<file path="src/rtl/gs3v_pkg.sv">
// ----------------------------------------------------------------------------
// gs3v_pkg
// Shared types and constants for the 3D Gaussian voxel smoother.
// ----------------------------------------------------------------------------
package gs3v_pkg;

    localparam int DATA_W = 16;  // voxel and weight width
    localparam int CRD_W  = 5;   // coordinate width
    localparam int TAP_W  = 10;  // kernel index port width
    localparam int SZ_W   = 9;   // clamped extent, holds up to 256
    localparam int R_W    = 3;   // clamped reach, holds up to 4
    localparam int SIDE_W = 5;   // kernel side, up to 17
    localparam int TAPC_W = 15;  // kernel volume compare width, up to 17^3

    localparam logic [1:0] OP_WR_VOXEL  = 2'd0;
    localparam logic [1:0] OP_WR_KERNEL = 2'd1;
    localparam logic [1:0] OP_QUERY     = 2'd2;

    localparam logic [1:0] CFG_SIZE_X = 2'd0;
    localparam logic [1:0] CFG_SIZE_Y = 2'd1;
    localparam logic [1:0] CFG_SIZE_Z = 2'd2;
    localparam logic [1:0] CFG_REACH  = 2'd3;

    typedef enum logic [2:0] {
        ST_IDLE,
        ST_WALK,
        ST_DRAIN,
        ST_BREAD,
        ST_BOUT
    } t_state;

    typedef struct packed {
        logic clear;
        logic valid;
    } t_mac_ctrl;

endpackage

</file>
<file path="src/rtl/gs3v_mac.sv">
// ----------------------------------------------------------------------------
// gs3v_mac
// Shared multiply-accumulate unit: registered 16x16 product, then accumulate.
// ----------------------------------------------------------------------------
module gs3v_mac #(
    parameter int ACC_W = 45
) (
    input  logic                      i_clk,
    input  logic                      i_rst_n,
    input  gs3v_pkg::t_mac_ctrl       i_ctrl,
    input  logic [15:0]               i_weight,
    input  logic [15:0]               i_voxel,
    output logic [ACC_W-1:0]          o_acc,
    output logic                      o_busy
);
    import gs3v_pkg::*;

    logic [2*DATA_W-1:0] r_prod;
    logic                r_pvalid;
    logic [ACC_W-1:0]    r_acc;

    always_ff @(posedge i_clk) begin
        if (!i_rst_n) begin
            r_pvalid <= 1'b0;
        end else begin
            r_pvalid <= i_ctrl.valid;
        end
    end

    always_ff @(posedge i_clk) begin
        r_prod <= i_weight * i_voxel;
        if (i_ctrl.clear) begin
            r_acc <= '0;
        end else if (r_pvalid) begin
            r_acc <= r_acc + ACC_W'(r_prod);
        end
    end

    assign o_acc  = r_acc;
    assign o_busy = r_pvalid;

endmodule

</file>
<file path="config.mk">
export PLATFORM = sky130hd
export DESIGN_NAME = gs3v_mac
export DESIGN_NICKNAME = d
export VERILOG_FILES = /design/src/rtl/gs3v_pkg.sv /design/src/rtl/gs3v_mac.sv
export SDC_FILE = /design/constraint.sdc
export NUM_CORES = 1
export LEC_CHECK = 0
export ABC_CLOCK_PERIOD_IN_PS = 11020
export BUFFER_PORTS_ARGS = -buffer_cell sky130_fd_sc_hd__clkbuf_2
export CAP_MARGIN = 40
export CORE_MARGIN = 10
export CORE_UTILIZATION = 58
export DETAILED_ROUTE_END_ITERATION = 10
export MAX_ROUTING_LAYER = met4
export PLACE_DENSITY = 0.8
export SYNTH_ARGS = -nofsm -noshare
export SYNTH_HDL_FRONTEND = slang
export SYNTH_SLANG_ARGS = --single-unit
</file>
<file path="constraint.sdc">
create_clock -name i_clk -period 11.02 [get_ports i_clk]
set_input_delay 0.551 -clock i_clk [delete_from_list [all_inputs] [get_ports i_clk]]
set_output_delay 0.551 -clock i_clk [all_outputs]
set_load 0.05 [all_outputs]
</file>
======== Yosys cells after proc, flatten, opt, wreduce, memory -nomap -nowiden ========
Index checks and enable logic that the tools add are counted.
operators by class
  add/sub/neg operators ................... 1
  multipliers ............................. 1
operators with widths
  kind                          count
  adder 45 x 32 -> 45 bit       1
  multiplier 16 x 16 -> 32 bit  1
word-level totals
  register bits ........................... 78
  output and inout port bits .............. 46
  word-level logic and storage cells ...... 5

======== Longest topological paths before layout ========
  depth in word-level cells ............... 1
  gate-level depth with buffers ........... 24

======== Least setup slack after synthesis ========
No wires, ideal clock.
  path type ............................... in2reg
  from .................................... input i_weight[12]
  to ...................................... register r_prod[30]
  arrival time ............................ 6107 ps
  required time ........................... 10948 ps
  path slack .............................. 4841 ps
  cell stages on the path ................. 21
  buffers on the path ..................... 1
  cells stage by stage .................... clkbuf_1 nand2_1 fa_1 fa_1 fa_1 inv_1 fa_1 fa_1 inv_1 fa_1 inv_1 ha_1 a21oi_1 o21ai_0 a311oi_1 a31oi_1 a22oi_1 o211ai_1 a21o_1 a21oi_1 xnor2_1
between the ends
  longest elaborated chain between the ends .. 1
RTL lines
  element                       line            source
  start, declared               gs3v_mac.sv:11  input logic [15:0] i_weight,
  multiplier 16 x 16 -> 32 bit  gs3v_mac.sv:31  r_prod <= i_weight * i_voxel;
  end signal, assigned          gs3v_mac.sv:31
  end, declared                 gs3v_mac.sv:18  logic [2*DATA_W-1:0] r_prod;
Every way passes these cells.
A chain may end at the register's enable or synchronous reset.

======== Final worst setup path ========
  from .................................... input i_weight[9]
  to ...................................... register r_prod[30]
Same word-level chain as after synthesis.

==> metrics.txt <==
global-route wire length before repair 49.9 mm; Synth top cells by count inv_1 (245), fa_1 (195), nand2_1 (188); vias 9993; Levels on crit path 22; post-route cell area 13600 um2; CTS max path bufs 2; Root Driver clkbuf_16; crit path cell chain clkbuf_2, and2_1, fa_1, inv_1, fa_1, fa_1, inv_1, fa_1, fa_1, inv_1, fa_1, inv_1, ha_1, a21oi_1, o21ai_0, a311oi_1, a31oi_1, a22oi_1, o211ai_1, a21o_1, a21oi_1, xnor2_1; DRC viols 0; layout cells sized above 1 0.0815; Reg-to-Reg End o_acc[30]$_SDFFE_PP0P_; Hold Vio Cnt, Final 0; synth top area cells fa_1 (31%), ha_1 (13%), dfxtp_1 (12%), inv_1 (7.2%), and2_1 (5.9%); Critical Path Source Type input port; final setup fails 0; per-cell routed wire length 16.5 um; Post-Synthesis Cells 1466; final max-slew violation count 0; FF-to-FF setup slack 7.48 ns; Remaining Overflow, GRT 0; number of buffers added on ports 81; Total Wirelength 29.6 mm; Arr. time, crit path 6.66 ns; initial drt markers 706; setup TNS 0 ns; Crit path max-delay family adder cells; Initial Utilization 0.588; period utilization 0.580; outcome finished clean; Setup crit end r_prod[30]$_DFF_P_; crit path max fanout 16; FMAX 0.156 GHz; Layout Nets 1872; worst-skew pair later-pin latency 0.34 ns; Final ANT Viol Nets 0; GRT Total Usage 0.215; register area 1560 um2; post-CTS setup buffer count 0; Avg Inst Size Synth 8.69 um2; RSZ-0062 raised after global routing false; Ports 82; number of flops mapped to enable cells by yosys 0; Netlist Area Pre-Place 12700 um2; fin util 0.628; Synth Register Bits 78; max_cap viols 0; H-Tree Depth 3; worst r2r path cells 12; TritonRoute pass-1 iters 5; worst-margin pin slew 0.940 ns; Area growth, synth to finish 6.95%; DIE AREA 28300 um2; Yosys top cell area share 0.306; yosys warns 0; sequential fraction of the synthesis area 0.123; cell taking the most area after synthesis fa_1; CTS clk-pin slew, worst paths 0.06 ns; main flop type after synthesis dfxtp_1; # resized after CTS 0; placed cell area 13300 um2; Filler cells 1776; Vias per Instance 5.58; TritonCTS buffer count 9; hold buffer count at CTS 0; Slowest cell on crit path fa_1; Diodes inserted 0; vias in the first global route 10400; Async SR Flop Fraction 0; core box area 21700 um2; multi-input logic area 10000 um2; CP Launch Point i_weight[9]; # rows 54; CP bufs+invs 5; reg2reg start o_acc[0]$_SDFFE_PP0P_; minimum clock period 6.39 ns; placed insts 1774; Netlist cell types 64; Top cell by count, worst path fa_1; most frequent cell after synthesis inv_1; Crit Path Class input port to flip-flop; CP endpoint kind flip-flop; worst path required time 11.29 ns; RD Place Congestion 0.919; Die Span Y 168 um; largest net degree at the start of global routing 53; Clock Skews 0.0100 ns; hold crit path type input port to flip-flop; Slew headroom 0.357; syn nets 1833; TritonCTS clock tree built; DP HPWL 24.2 mm; initial antenna violation count 0; CP peak stage delay 0.54 ns; Final Non-Filler Cells 1790; Die W 168 um; Clock Sinks 78
==> worst min-delay path by stage <==
stage / slack (ns) / endpoint / depth (start not counted) / startpoint
final: 0.41 / o_busy$_SDFF_PN0_ / 2 / i_ctrl[0]
after global routing: 0.45 / o_busy$_SDFF_PN0_ / 2 / i_ctrl[0]
after CTS: 0.41 / o_busy$_SDFF_PN0_ / 2 / i_ctrl[0]
after detailed placement: 0.49 / o_acc[27]$_SDFFE_PP0P_ / 2 / o_acc[27]$_SDFFE_PP0P_
after global placement: 0.48 / o_acc[27]$_SDFFE_PP0P_ / 2 / o_acc[27]$_SDFFE_PP0P_
after floorplan: 0.55 / o_acc[0]$_SDFFE_PP0P_ / 3 / r_prod[0]$_DFF_P_
==> worst reg2reg max path: cells and delay by family (launching register included) <==
family	cells	cell delay, ns
AND/OR/NAND/NOR	2	0.21
AO/OA/AOI/OAI	7	2.25
flip-flops	1	0.35
buffers and inverters	1	0.06
adder cells (fa/ha/maj)	2	0.58
==> metal layers <==
| layer | share of wire | track usage |
|---|---|---|
| met2 | 0.47 | 0.338 |
| met1 | 0.46 | 0.291 |
| met4 | 0.013 | 0.0379 |
| met5 | 0 | - |
| met3 | 0.063 | 0.0342 |
==> kinds of logic (layout without fill, tap and decap cells) <==
| kind of cell | after synthesis | in the layout | synth area share |
|---|---|---|---|
| buf+inv | 300 | 344 | 0.0891 |
| flops | 78 | 78 | 0.123 |
| fa+ha+maj | 331 | 331 | 0.440 |
| mux | 24 | 24 | 0.0191 |
| xor+xnor | 48 | 48 | 0.0330 |
| compound gates | 216 | 216 | 0.116 |
| simple gates | 469 | 469 | 0.180 |
==> metrics by stage <==
stage | setup WS, ns | hold slack (ns)
finish | 4.63 | 0.414
global route | 4.35 | 0.446
CTS | 4.67 | 0.412
detailed placement | 4.30 | 0.486
global placement | 4.43 | 0.477
floorplan | 4.84 | 0.551
==> cell usage in the layout (no fill, tap or decap), drive strengths merged, types with 26 or more instances in the layout <==
cell type and count:
a21o 30, nand2 188, and2 121, nor2 62
inv 248, fa 195, o21ai 37, clkbuf 90
dfxtp 78, ha 136, xnor2 26, a21oi 63
==> final cells by class <==
cell class,instances,share of cell area
repair buffers,83,0.0308
flip-flops and latches,78,0.115
multi-input cells,1088,0.737
inverters,245,0.0675
clock buffers,9,0.0165
clock inverters,7,0.00762
well taps,280,0.0257
==> registers in the layout, summed over array words and instances (netlist names) <==
register,cells
o_acc,45
o_busy,1
r_prod,32
Power is left out: the tool's default activity adds up to more than one toggle a clock period on the data nets, which glitch-free logic cannot reach.
